--- src/rtl/core/crc8c_pkg.sv ---
// Shared types, constants and the CRC-8/MAXIM byte update for the command frame checker.
// No dependencies; every other file in rtl/core refers to this package by scoped names.
package crc8c_pkg;

   localparam int NUM_SLOTS         = 4;
   localparam int SLOT_W            = 2;
   localparam int BYTE_W            = 8;
   localparam int CSR_INDEX_W       = 3;
   localparam int MAX_FRAME_DEFAULT = 255;
   localparam int MIN_FRAME         = 4;
   localparam int PAYLOAD_START     = 2;

   localparam logic [BYTE_W-1:0] CRC_POLY = 8'h8C;

   localparam logic [CSR_INDEX_W-1:0] CSR_SIZE_BASE = 3'd4;

   localparam logic [NUM_SLOTS-1:0][BYTE_W-1:0] CODE_RESET = {8'd10, 8'd9, 8'd8, 8'd7};
   localparam logic [NUM_SLOTS-1:0][BYTE_W-1:0] SIZE_RESET = '0;

   typedef enum logic [2:0] {
      STAT_ACCEPTED     = 3'd0,
      STAT_TOO_LONG     = 3'd1,
      STAT_TOO_SHORT    = 3'd2,
      STAT_CRC_ERROR    = 3'd3,
      STAT_UNKNOWN_CMD  = 3'd4,
      STAT_LEN_MISMATCH = 3'd5
   } status_type;

   typedef logic [NUM_SLOTS-1:0][BYTE_W-1:0] cfg_bank_type;

   typedef struct packed {
      logic [BYTE_W-1:0] payload_byte;
      logic              payload_valid;
      logic [BYTE_W-1:0] payload_offset;
      logic              frame_end;
      status_type        status;
      logic [SLOT_W-1:0] command_slot;
   } result_type;

   function automatic logic [BYTE_W-1:0] crc8_update(input logic [BYTE_W-1:0] crc,
                                                     input logic [BYTE_W-1:0] d);
      logic [BYTE_W-1:0] v;
      v = crc ^ d;
      for (int i = 0; i < BYTE_W; i++) begin
         v = v[0] ? ((v >> 1) ^ CRC_POLY) : (v >> 1);
      end
      return v;
   endfunction

endpackage

--- src/rtl/core/crc8c_frame.sv ---
// Frame tracker: CRC accumulator, byte position, latched command and length, and status.
// Depends on crc8c_pkg for the result struct, status codes and the CRC update.
module crc8c_frame #(
   parameter int MAX_FRAME = crc8c_pkg::MAX_FRAME_DEFAULT
) (
   input  logic                             clock,
   input  logic                             reset,
   input  logic                             accept,
   input  logic [crc8c_pkg::BYTE_W-1:0]     data_byte,
   input  logic                             last_byte,
   input  crc8c_pkg::cfg_bank_type          code_cfg,
   input  crc8c_pkg::cfg_bank_type          size_cfg,
   output crc8c_pkg::result_type            result
);

   localparam int PW = $clog2(MAX_FRAME + 2);
   localparam int CW = ((PW > 9) ? PW : 9) + 1;
   localparam logic [PW-1:0] POS_LIMIT = PW'(MAX_FRAME + 1);
   localparam logic [PW-1:0] POS_MAX   = PW'(MAX_FRAME);

   logic [crc8c_pkg::BYTE_W-1:0] crc_ff, crc_in;
   logic [PW-1:0]                pos_ff, pos_in;
   logic [crc8c_pkg::BYTE_W-1:0] decl_ff, decl_in;
   logic [crc8c_pkg::SLOT_W-1:0] slot_ff, slot_in;
   logic                         known_ff, known_in;

   logic                         match_known;
   logic [crc8c_pkg::SLOT_W-1:0] match_slot;
   logic                         known_eff;
   logic [crc8c_pkg::SLOT_W-1:0] slot_eff;
   logic [CW-1:0]                pos_ext;
   logic [CW-1:0]                pay_limit;
   logic [CW-1:0]                offset_full;
   logic                         pay_valid;

   always_comb begin
      match_known = 1'b0;
      match_slot  = '0;
      for (int s = crc8c_pkg::NUM_SLOTS - 1; s >= 0; s--) begin
         if (code_cfg[s] == data_byte) begin
            match_known = 1'b1;
            match_slot  = crc8c_pkg::SLOT_W'(s);
         end
      end
   end

   assign known_eff   = (pos_ff == '0) ? match_known : known_ff;
   assign slot_eff    = (pos_ff == '0) ? match_slot : slot_ff;
   assign pos_ext     = CW'(pos_ff);
   assign pay_limit   = CW'(decl_ff) + CW'(crc8c_pkg::PAYLOAD_START);
   assign offset_full = pos_ext - CW'(crc8c_pkg::PAYLOAD_START);
   assign pay_valid   = !last_byte && (pos_ext >= CW'(crc8c_pkg::PAYLOAD_START)) &&
                        (pos_ff < POS_MAX) && (pos_ext < pay_limit);

   always_comb begin
      result.payload_byte   = data_byte;
      result.payload_valid  = pay_valid;
      result.payload_offset = pay_valid ? offset_full[crc8c_pkg::BYTE_W-1:0] : '0;
      result.frame_end      = last_byte;
      result.status         = crc8c_pkg::STAT_ACCEPTED;
      result.command_slot   = '0;
      if (last_byte) begin
         priority if (pos_ff >= POS_MAX) begin
            result.status = crc8c_pkg::STAT_TOO_LONG;
         end else if (pos_ff < PW'(crc8c_pkg::MIN_FRAME - 1)) begin
            result.status = crc8c_pkg::STAT_TOO_SHORT;
         end else if (crc_ff != data_byte) begin
            result.status = crc8c_pkg::STAT_CRC_ERROR;
         end else if (!known_eff) begin
            result.status = crc8c_pkg::STAT_UNKNOWN_CMD;
         end else if (size_cfg[slot_eff] != decl_ff) begin
            result.status = crc8c_pkg::STAT_LEN_MISMATCH;
         end else begin
            result.status = crc8c_pkg::STAT_ACCEPTED;
         end
         result.command_slot = known_eff ? slot_eff : '0;
      end
   end

   always_comb begin
      crc_in   = crc_ff;
      pos_in   = pos_ff;
      decl_in  = decl_ff;
      slot_in  = slot_ff;
      known_in = known_ff;
      if (accept) begin
         if (last_byte) begin
            crc_in   = '0;
            pos_in   = '0;
            decl_in  = '0;
            slot_in  = '0;
            known_in = 1'b0;
         end else begin
            crc_in   = crc8c_pkg::crc8_update(crc_ff, data_byte);
            known_in = known_eff;
            slot_in  = slot_eff;
            if (pos_ff == PW'(1)) begin
               decl_in = data_byte;
            end
            if (pos_ff < POS_LIMIT) begin
               pos_in = pos_ff + PW'(1);
            end
         end
      end
   end

   always_ff @(posedge clock) begin
      if (reset) begin
         crc_ff   <= '0;
         pos_ff   <= '0;
         decl_ff  <= '0;
         slot_ff  <= '0;
         known_ff <= 1'b0;
      end else begin
         crc_ff   <= crc_in;
         pos_ff   <= pos_in;
         decl_ff  <= decl_in;
         slot_ff  <= slot_in;
         known_ff <= known_in;
      end
   end

   // The end of a frame returns all frame state to zero.
   a_clear_on_end: assert property (@(posedge clock) disable iff (reset)
      accept && last_byte |=> pos_ff == '0 && crc_ff == '0 && !known_ff)
      else $error("frame state not cleared after the last byte");

   // The position counter never passes its saturation value.
   a_pos_bound: assert property (@(posedge clock) disable iff (reset)
      pos_ff <= POS_LIMIT)
      else $error("byte position beyond saturation");

   // A non-final byte below saturation advances the position by one.
   a_pos_step: assert property (@(posedge clock) disable iff (reset)
      accept && !last_byte && pos_ff < POS_LIMIT |=> pos_ff == $past(pos_ff) + PW'(1))
      else $error("byte position did not advance");

   // Payload bytes and frame status never appear on the same request.
   a_pay_vs_end: assert property (@(posedge clock) disable iff (reset)
      result.payload_valid |-> !result.frame_end &&
                               result.status == crc8c_pkg::STAT_ACCEPTED)
      else $error("payload byte marked on a frame end");

endmodule

--- src/rtl/core/crc8c_out_stage.sv ---
// Output register that holds one result request until the receiver takes it.
// Depends on crc8c_pkg for the result struct.
module crc8c_out_stage (
   input  logic                  clock,
   input  logic                  reset,
   input  logic                  load,
   input  crc8c_pkg::result_type load_result,
   input  logic                  take,
   output logic                  out_valid,
   output crc8c_pkg::result_type out_data
);

   logic                  valid_ff, valid_in;
   crc8c_pkg::result_type data_ff, data_in;

   always_comb begin
      valid_in = valid_ff;
      data_in  = data_ff;
      if (load) begin
         valid_in = 1'b1;
         data_in  = load_result;
      end else if (take) begin
         valid_in = 1'b0;
      end
   end

   always_ff @(posedge clock) begin
      if (reset) begin
         valid_ff <= 1'b0;
      end else begin
         valid_ff <= valid_in;
      end
      data_ff <= data_in;
   end

   assign out_valid = valid_ff;
   assign out_data  = data_ff;

endmodule

--- src/rtl/core/crc8_command_frame_checker_core.sv ---
// Top level of the CRC-8 command frame checker: configuration registers and stream ports.
// Depends on crc8c_pkg, crc8c_frame and crc8c_out_stage.
//
// Each request on the req_ channel carries one received frame byte; req_tlast marks the
// final CRC byte. Each byte yields exactly one request on the rsp_ channel: the echoed
// byte, rsp_tuser set when it lies inside the declared payload, its payload offset, and
// on the frame end (rsp_tlast) a status and the matched command slot.
// The status is accepted only when the frame length is within limits, the CRC-8/MAXIM
// over all bytes before the last equals the last byte, the command byte matches one of
// the four configured codes, and the declared length equals that slot's configured size.
// Each accepted byte's result is registered in the output register. Throughput is one
// byte per cycle while results are taken; the CRC update and status are combinational.
// When the receiver stalls, the output register holds its result and req_tready drops
// until it is taken; a new byte is taken in the same cycle the old result leaves.
// Reset is synchronous: it clears the frame state, empties the output register and loads
// the default command codes 7, 8, 9 and 10 and sizes of zero. The csr_ port writes one
// register per cycle with csr_we high; write it only while no frame is in progress.
module crc8_command_frame_checker_core #(
   parameter int MAX_FRAME = crc8c_pkg::MAX_FRAME_DEFAULT
) (
   input  logic                              clock,
   input  logic                              reset,
   input  logic                              req_tvalid,
   output logic                              req_tready,
   input  logic [7:0]                        req_tdata,  // [7:0] data_byte
   input  logic                              req_tlast,  // last_byte
   output logic                              rsp_tvalid,
   input  logic                              rsp_tready,
   // [7:0] payload_byte, [15:8] payload_offset, [18:16] status, [20:19] command_slot
   output logic [23:0]                       rsp_tdata,
   output logic                              rsp_tuser,  // payload_valid
   output logic                              rsp_tlast,  // frame_end
   input  logic                              csr_we,
   input  logic [crc8c_pkg::CSR_INDEX_W-1:0] csr_index,
   input  logic [crc8c_pkg::BYTE_W-1:0]      csr_wdata
);

   crc8c_pkg::cfg_bank_type code_ff, code_in;
   crc8c_pkg::cfg_bank_type size_ff, size_in;
   crc8c_pkg::result_type   frame_result;
   crc8c_pkg::result_type   rsp_result;
   logic                    accept;

   always_comb begin
      code_in = code_ff;
      size_in = size_ff;
      if (csr_we) begin
         if (csr_index < crc8c_pkg::CSR_SIZE_BASE) begin
            code_in[csr_index[crc8c_pkg::SLOT_W-1:0]] = csr_wdata;
         end else begin
            size_in[csr_index[crc8c_pkg::SLOT_W-1:0]] = csr_wdata;
         end
      end
   end

   always_ff @(posedge clock) begin
      if (reset) begin
         code_ff <= crc8c_pkg::CODE_RESET;
         size_ff <= crc8c_pkg::SIZE_RESET;
      end else begin
         code_ff <= code_in;
         size_ff <= size_in;
      end
   end

   assign req_tready = !rsp_tvalid || rsp_tready;
   assign accept     = req_tvalid && req_tready;

   crc8c_frame #(
      .MAX_FRAME (MAX_FRAME)
   ) u_frame (
      .clock     (clock),
      .reset     (reset),
      .accept    (accept),
      .data_byte (req_tdata),
      .last_byte (req_tlast),
      .code_cfg  (code_ff),
      .size_cfg  (size_ff),
      .result    (frame_result)
   );

   crc8c_out_stage u_out (
      .clock       (clock),
      .reset       (reset),
      .load        (accept),
      .load_result (frame_result),
      .take        (rsp_tready),
      .out_valid   (rsp_tvalid),
      .out_data    (rsp_result)
   );

   assign rsp_tdata = {3'b000, rsp_result.command_slot, rsp_result.status,
                       rsp_result.payload_offset, rsp_result.payload_byte};
   assign rsp_tuser = rsp_result.payload_valid;
   assign rsp_tlast = rsp_result.frame_end;

endmodule

--- config.mk ---
export PLATFORM = sky130hd
export DESIGN_NAME = crc8_command_frame_checker_core
export DESIGN_NICKNAME = d
export VERILOG_FILES = /design/src/rtl/core/crc8c_pkg.sv /design/src/rtl/core/crc8c_frame.sv /design/src/rtl/core/crc8c_out_stage.sv /design/src/rtl/core/crc8_command_frame_checker_core.sv
export SDC_FILE = /design/constraint.sdc
export NUM_CORES = 1
export LEC_CHECK = 0
export ABC_AREA = 0
export BUFFER_PORTS_ARGS = -buffer_cell sky130_fd_sc_hd__buf_2
export CAP_MARGIN = 20
export CELL_PAD_IN_SITES_DETAIL_PLACEMENT = 0
export CELL_PAD_IN_SITES_GLOBAL_PLACEMENT = 1
export CORE_ASPECT_RATIO = 1.75
export CORE_UTILIZATION = 45
export DETAILED_ROUTE_END_ITERATION = 7
export GPL_TIMING_DRIVEN = 0
export PLACE_DENSITY_LB_ADDON = 0.15
export SETUP_SLACK_MARGIN = 0.05
export SYNTH_ARGS = -nofsm -noshare
export SYNTH_HDL_FRONTEND = slang
export SYNTH_SLANG_ARGS = --single-unit
--- constraint.sdc ---
create_clock -name clock -period 3.88 [get_ports clock]
set_input_delay 0 -clock clock [delete_from_list [all_inputs] [get_ports clock]]
set_output_delay 0 -clock clock [all_outputs]
set_load 0.005 [all_outputs]
Word-level counts from Yosys, hierarchy flattened
Cells that the tools add are included.

storage, ports and cells
  word-level logic and storage cells = 110
  register bits after elaboration = 116
  output and inout port bits = 28
  input port bits = 25

operators by class
  add/subtract/negate cells = 3
  mux-type cells = 38
  bitwise gates (word level) = 11
  equal/unequal tests = 7
  reduce and logical (&&, ||, !) cells = 19
  $lt $le $gt $ge = 10

operators by type and width
  kind                   count
  $mux W8                13
  $bwmux W32             2
  $eq A8 B8 Y1           4
  $not A2 Y3             8
  $mux W9                2
  $bmux W8 S2            1
  $demux W8 S2           1
  $mux W2                8
  $ne A8 B8 Y1           2
  $reduce_and A2 Y1      5
  $add A8 B2 Y9 const B  1
  $add A9 B1 Y9 const B  1
  $eq A9 B1 Y1 const B   1
  $ge A9 B2 Y1 const B   1
  $ge A9 B8 Y1 const B   1
  $logic_not A9 Y1       1
  $lt A9 B2 Y1 const B   1
  $lt A9 B8 Y1 const B   1
  $lt A9 B9 Y1           1
  $lt A9 B9 Y1 const B   1
  $mux W1                9
  $sub A8 B2 Y8 const B  1
  $xor A8 B8 Y8          1
  $lt A2 B3 Y1 const B   2
  10 further kinds       19

Logic depth before layout (Yosys ltp)
  depth in word-level cells = 18
  gate-level depth with buffers = 12
  gate-level depth less buffers = 11

By module
Synthesis repeated with hierarchy kept, for this count alone.

unflattened totals
  cell total of the unflattened synthesis = 610
  area, all modules = 6158.4 um^2

modules (own cells, without submodules)
  module                           instances  area an instance (um^2)  cells each
  crc8c_frame                      1          2787.7                   339
  crc8_command_frame_checker_core  1          2641.3                   244
  crc8c_out_stage                  1          729.4                    27

Least setup slack after synthesis
No wires, ideal clock.

  path kind = flip-flop to flip-flop
  start point = reg u_frame.pos_ff[7]
  end point = reg u_out.data_ff (netlist bit u_out.out_data[4]) (data pin)
  period minus slack after synthesis = 3.008 ns
  data required time = 3.605 ns
  setup slack = 0.872 ns
  stages on the path, launching flop included = 12
  arrival = 2.733 ns
  path through = dfxtp_1 -> buf_2 -> nor4_2 -> nand3_1 -> and2_1 -> buf_4 -> nor2_8 -> mux2_4 -> or3_1 -> a31o_1 -> nor4_2 -> a2111oi_1

between the ends
  cells in the longest elaborated chain, start to end = 7
  elaborated cells on any way between the ends = 11
  classes of those cells = order compare: 2; eq/ne: 1; mux: 6; reduce/logical: 2

RTL lines
  element                        line                                  RTL
  start: declaration             crc8c_frame.sv:22                     logic [PW-1:0] pos_ff, pos_in;
  start signal: assignment       crc8c_frame.sv:116                    pos_ff <= pos_in;
  $logic_not A9 Y1               crc8c_frame.sv:47, crc8c_frame.sv:48
  $mux W2                        crc8c_frame.sv:48                     assign slot_eff = (pos_ff == '0) ? match_slot : slot_ff;
  $bmux W8 S2                    crc8c_frame.sv:71                     end else if (size_cfg[slot_eff] != decl_ff) begin
  $mux W8 (not written as such)  crc8c_frame.sv:71
  $ne A8 B8 Y1                   crc8c_frame.sv:71
  $mux W3                        crc8c_frame.sv:71
  $mux W3                        crc8c_frame.sv:69                     end else if (!known_eff) begin
  end signal: assignment         crc8c_out_stage.sv:33                 data_ff <= data_in;
  end: declaration               crc8c_out_stage.sv:14                 crc8c_pkg::result_type data_ff, data_in;

Parallel ways exist; a longest one is shown, timed or not. The select of a mux whose other input is x is not followed.
A chain may end at the register's enable or synchronous reset.

Worst setup path after layout
  start point = reg u_frame.pos_ff[4]
  end point = reg u_out.data_ff (netlist bit u_out.out_data[4]) (data pin)

Same word-level chain as after synthesis.

==> flow_metrics.tcl <==
set metrics [dict create \
    core-area_um2 12870 \
    antenna_found_initial 0 \
    finalHoldViolCount 0 \
    ys_seq_elements 116 \
    avgViaCountPerCell 5.331 \
    grt.total_usage_pct 25.05 \
    holdWs_ns 0.02321 \
    max_freq_mhz 274.2 \
    yosys-top-cells-area "dfxtp_1 (31%), edfxtp_1 (12%), nand2_1 (9.7%)" \
    maxSlewViolCount 0 \
    wirelength_um 15910 \
    worstPathMaxFanout 10 \
    place_congestion 0.8350 \
    multi_input_area_um2 3118 \
    status "finished clean" \
    setup_viol 0 \
    cp_slowest_stage_delay_ns 0.42 \
    cts_buffer_depth 2 \
    grt_pass1_vias 5045 \
    root_buffer "clkbuf_16" \
    power.leakage_nw 2.821 \
    layout-drive-gt1-share_pct 12.72 \
    ios 53 \
    worstMarginPinSlew_ns 0.9901 \
    hold_path.class "primary input to flop" \
    syn_area_per_cell_um2 8.572 \
    clk_latency_ns 0.42 \
    rsz0062_at_grt "no" \
    path_clk_slew_ns 0.06 \
    area_delta_synth_final_pct 19.92 \
    die-area_um2 13640 \
    overflow 0 \
    finalClockSkew_ns 0.01392 \
    synth_warnings 0 \
    timing.slew.headroom_pct 33.92 \
    htreeDepth 4 \
    drc_errors 0 \
    cp-start-kind "flop" \
    yosys.area.top_type_share_pct 31.43 \
    dp_hpwl_um 11640 \
    peakVddDrop_v 0.0003193 \
    period_needed_ns 3.647 \
    endpoint_kind "flop" \
    n_antenna_cell 0 \
    critPathSlowestCell "nor3_2" \
    yosysTopAreaCell "dfxtp_1" \
    ant_nets 0 \
    drt_iter0_drc 281 \
    regArea_um2 2552 \
    num_vias 5059 \
    die_w_um 88.73 \
    critPathBufInv 2 \
    powerDensity_nw_per_um2 460.1 \
    cts_sinks 116 \
    worstSetupPathType "flop to flop" \
    async_flop_share_pct 0 \
    routedWlPerCell_um 16.76 \
    dr.pass1.iters 5 \
    fin_setup_tns_ns 0 \
    syn_area_um2 5923 \
    synth-main-ff-cell "dfxtp_1" \
    post-place-ws_ns 0.04646 \
    seq_area_frac_synth_pct 43.09 \
    cts_made_buffers 17 \
    synth_edf_count 23 \
    critPathTopFamily "simple AND/OR/NAND/NOR gates" \
    ys_types 49 \
    finalWorstSetupSlack_ns 0.2330 \
    synth_cells 691 \
    period_share_pct 93.99 \
    critical_path_required_ns 4.02 \
    fillCellCount 1220 \
    grt_max_degree 27 \
    arrival_ns 3.79 \
    io_buffer_count 38 \
    start_util_pct 46.03 \
    cts_tree "built" \
    cap_violations 0 \
    nNetsFinal 807 \
    grt_first_pass_wirelength_um 25450 \
    crit_chain "clkbuf_1 -> nor3_2 -> nand3_1 -> and2_1 -> buf_4 -> nor2_8 -> mux2i_1 -> mux2_2 -> a31o_1 -> nor4_4 -> a2111oi_1" \
    std_cell_rows 55 \
    dieHeight_um 153.8 \
]
## per-stage QoR
stage	util (%)	cell area (µm²)	total power (W)	instances
2_1_floorplan	-	5931	0.001578	693
3_3_place_gp	49.23	6335	0.001670	902
3_5_place_dp	49.23	6335	0.001677	902
4_1_cts	55.13	7094	0.003284	949
5_1_grt	55.20	7103	0.003391	949
6_report	55.20	7103	0.003268	949
## power by group
part           switching (W)  internal (W)
combinational       0.000217      0.000151
clock               0.000587       0.00101
sequential         0.0000254       0.00127
total               0.000829       0.00244
## timing repair
item,4_1_cts,5_1_grt
buffers inserted,0,0
setup endpoints to repair,1,2
resized for setup,1,1
endpoints found under the hold margin,34,0
hold buffers,15,0
pin swaps,0,0
## worst paths after layout
| path | from | to | slack (ns) | cells past startpoint |
|---|---|---|---|---|
| worst min-delay path | csr_wdata[4] | code_ff[20] | 0.02 | 3 |
| worst max-delay path | u_frame.pos_ff[4] | u_out.out_data[4] | 0.23 | 11 |
| worst min register to register | size_ff[31] | size_ff[31] | 0.45 | 2 |
| worst max register to register | u_frame.pos_ff[4] | u_out.out_data[4] | 0.23 | 11 |
## worst reg2reg max path, stage by stage (launching register included)
cell and delay, ns:
dfxtp_1 0.31, clkbuf_1 0.20, nor3_2 0.42, nand3_1 0.33, and2_1 0.27, buf_4 0.18
nor2_8 0.22, mux2i_1 0.32, mux2_2 0.37, a31o_1 0.21, nor4_4 0.40, a2111oi_1 0.15
## synthesized netlist by cell type, drive strengths merged, types with 11 or more instances
library cell / number
a21oi: 64
a22oi: 17
buf: 20
clkbuf: 25
dfxtp: 93
edfxtp: 23
ha: 17
inv: 11
mux2i: 17
nand2: 153
nand2b: 11
nand3: 11
nor2: 59
o21ai: 13
xnor2: 28
xor2: 44
## cell usage in the layout (no fill, tap or decap), types with 3 or more instances in the layout
master and n:
nand2_1 153, dfxtp_1 93, a21oi_1 64, nor2_1 58, buf_2 45, xor2_1 44
xnor2_1 28, edfxtp_1 23, clkbuf_1 20, a22oi_1 17, mux2i_1 17, ha_1 17
clkbuf_16 17, dlygate4sd3_1 15, nand2b_1 11, inv_1 11, nand3_1 11, o21ai_0 11
o221ai_1 8, and3_1 7, nand4_1 7, nor2b_1 7, nor3_1 7, buf_4 7
nand3b_1 6, and2_1 5, a21o_1 5, nor4_1 5, clkbuf_2 5, inv_6 4
buf_6 3, nor4_2 3, or3_1 3, buf_1 3, a211o_1 3, conb_1 3
bufinv_16 3, clkinvlp_4 3
## layer usage
| layer | part of all wire (%) | track usage (%) | vias up |
|---|---|---|---|
| met5 | 0 | 0 | - |
| met4 | 2.9 | 11.60 | 0 |
| met3 | 2.8 | 4.294 | 31 |
| met2 | 55 | 45.86 | 109 |
| met1 | 39 | 26.99 | 2422 |
| li1 | - | - | 2497 |
## state kept, by name, summed over array words and instances, names as in the netlist
| signal | flops |
|---|---|
| u_frame.crc_ff | 8 |
| u_frame.known_ff | 1 |
| u_frame.decl_ff | 8 |
| u_frame.pos_ff | 9 |
| size_ff | 32 |
| u_out.out_data | 23 |
| code_ff | 32 |
| u_frame.slot_ff | 2 |
| u_out.out_valid | 1 |
## area by class of cell
type                    instances  share of cell area (%)
multi-input cells             521                   43.90
flip-flops and latches        116                   35.93
clock buffers                  17                   5.989
repair buffers                 53                   4.791
plain buffers                  45                   3.276
well taps                     171                   3.012
clock inverters                15                   2.519
inverters                      11                  0.5813
## cell families (layout without fill, tap and decap cells)
group,after synthesis,count (layout),share of synthesized area [%]
flip-flops,116,116,43.09
adder cells (fa/ha/maj),17,17,3.591
AND/OR/NAND/NOR,287,287,21.82
multiplexers,19,19,3.316
other,1,3,0.06331
buffers and inverters,56,141,4.626
XOR/XNOR,72,72,10.65
AO/OA/AOI/OAI,123,123,12.84
Power figures use the tool's default switching activity.
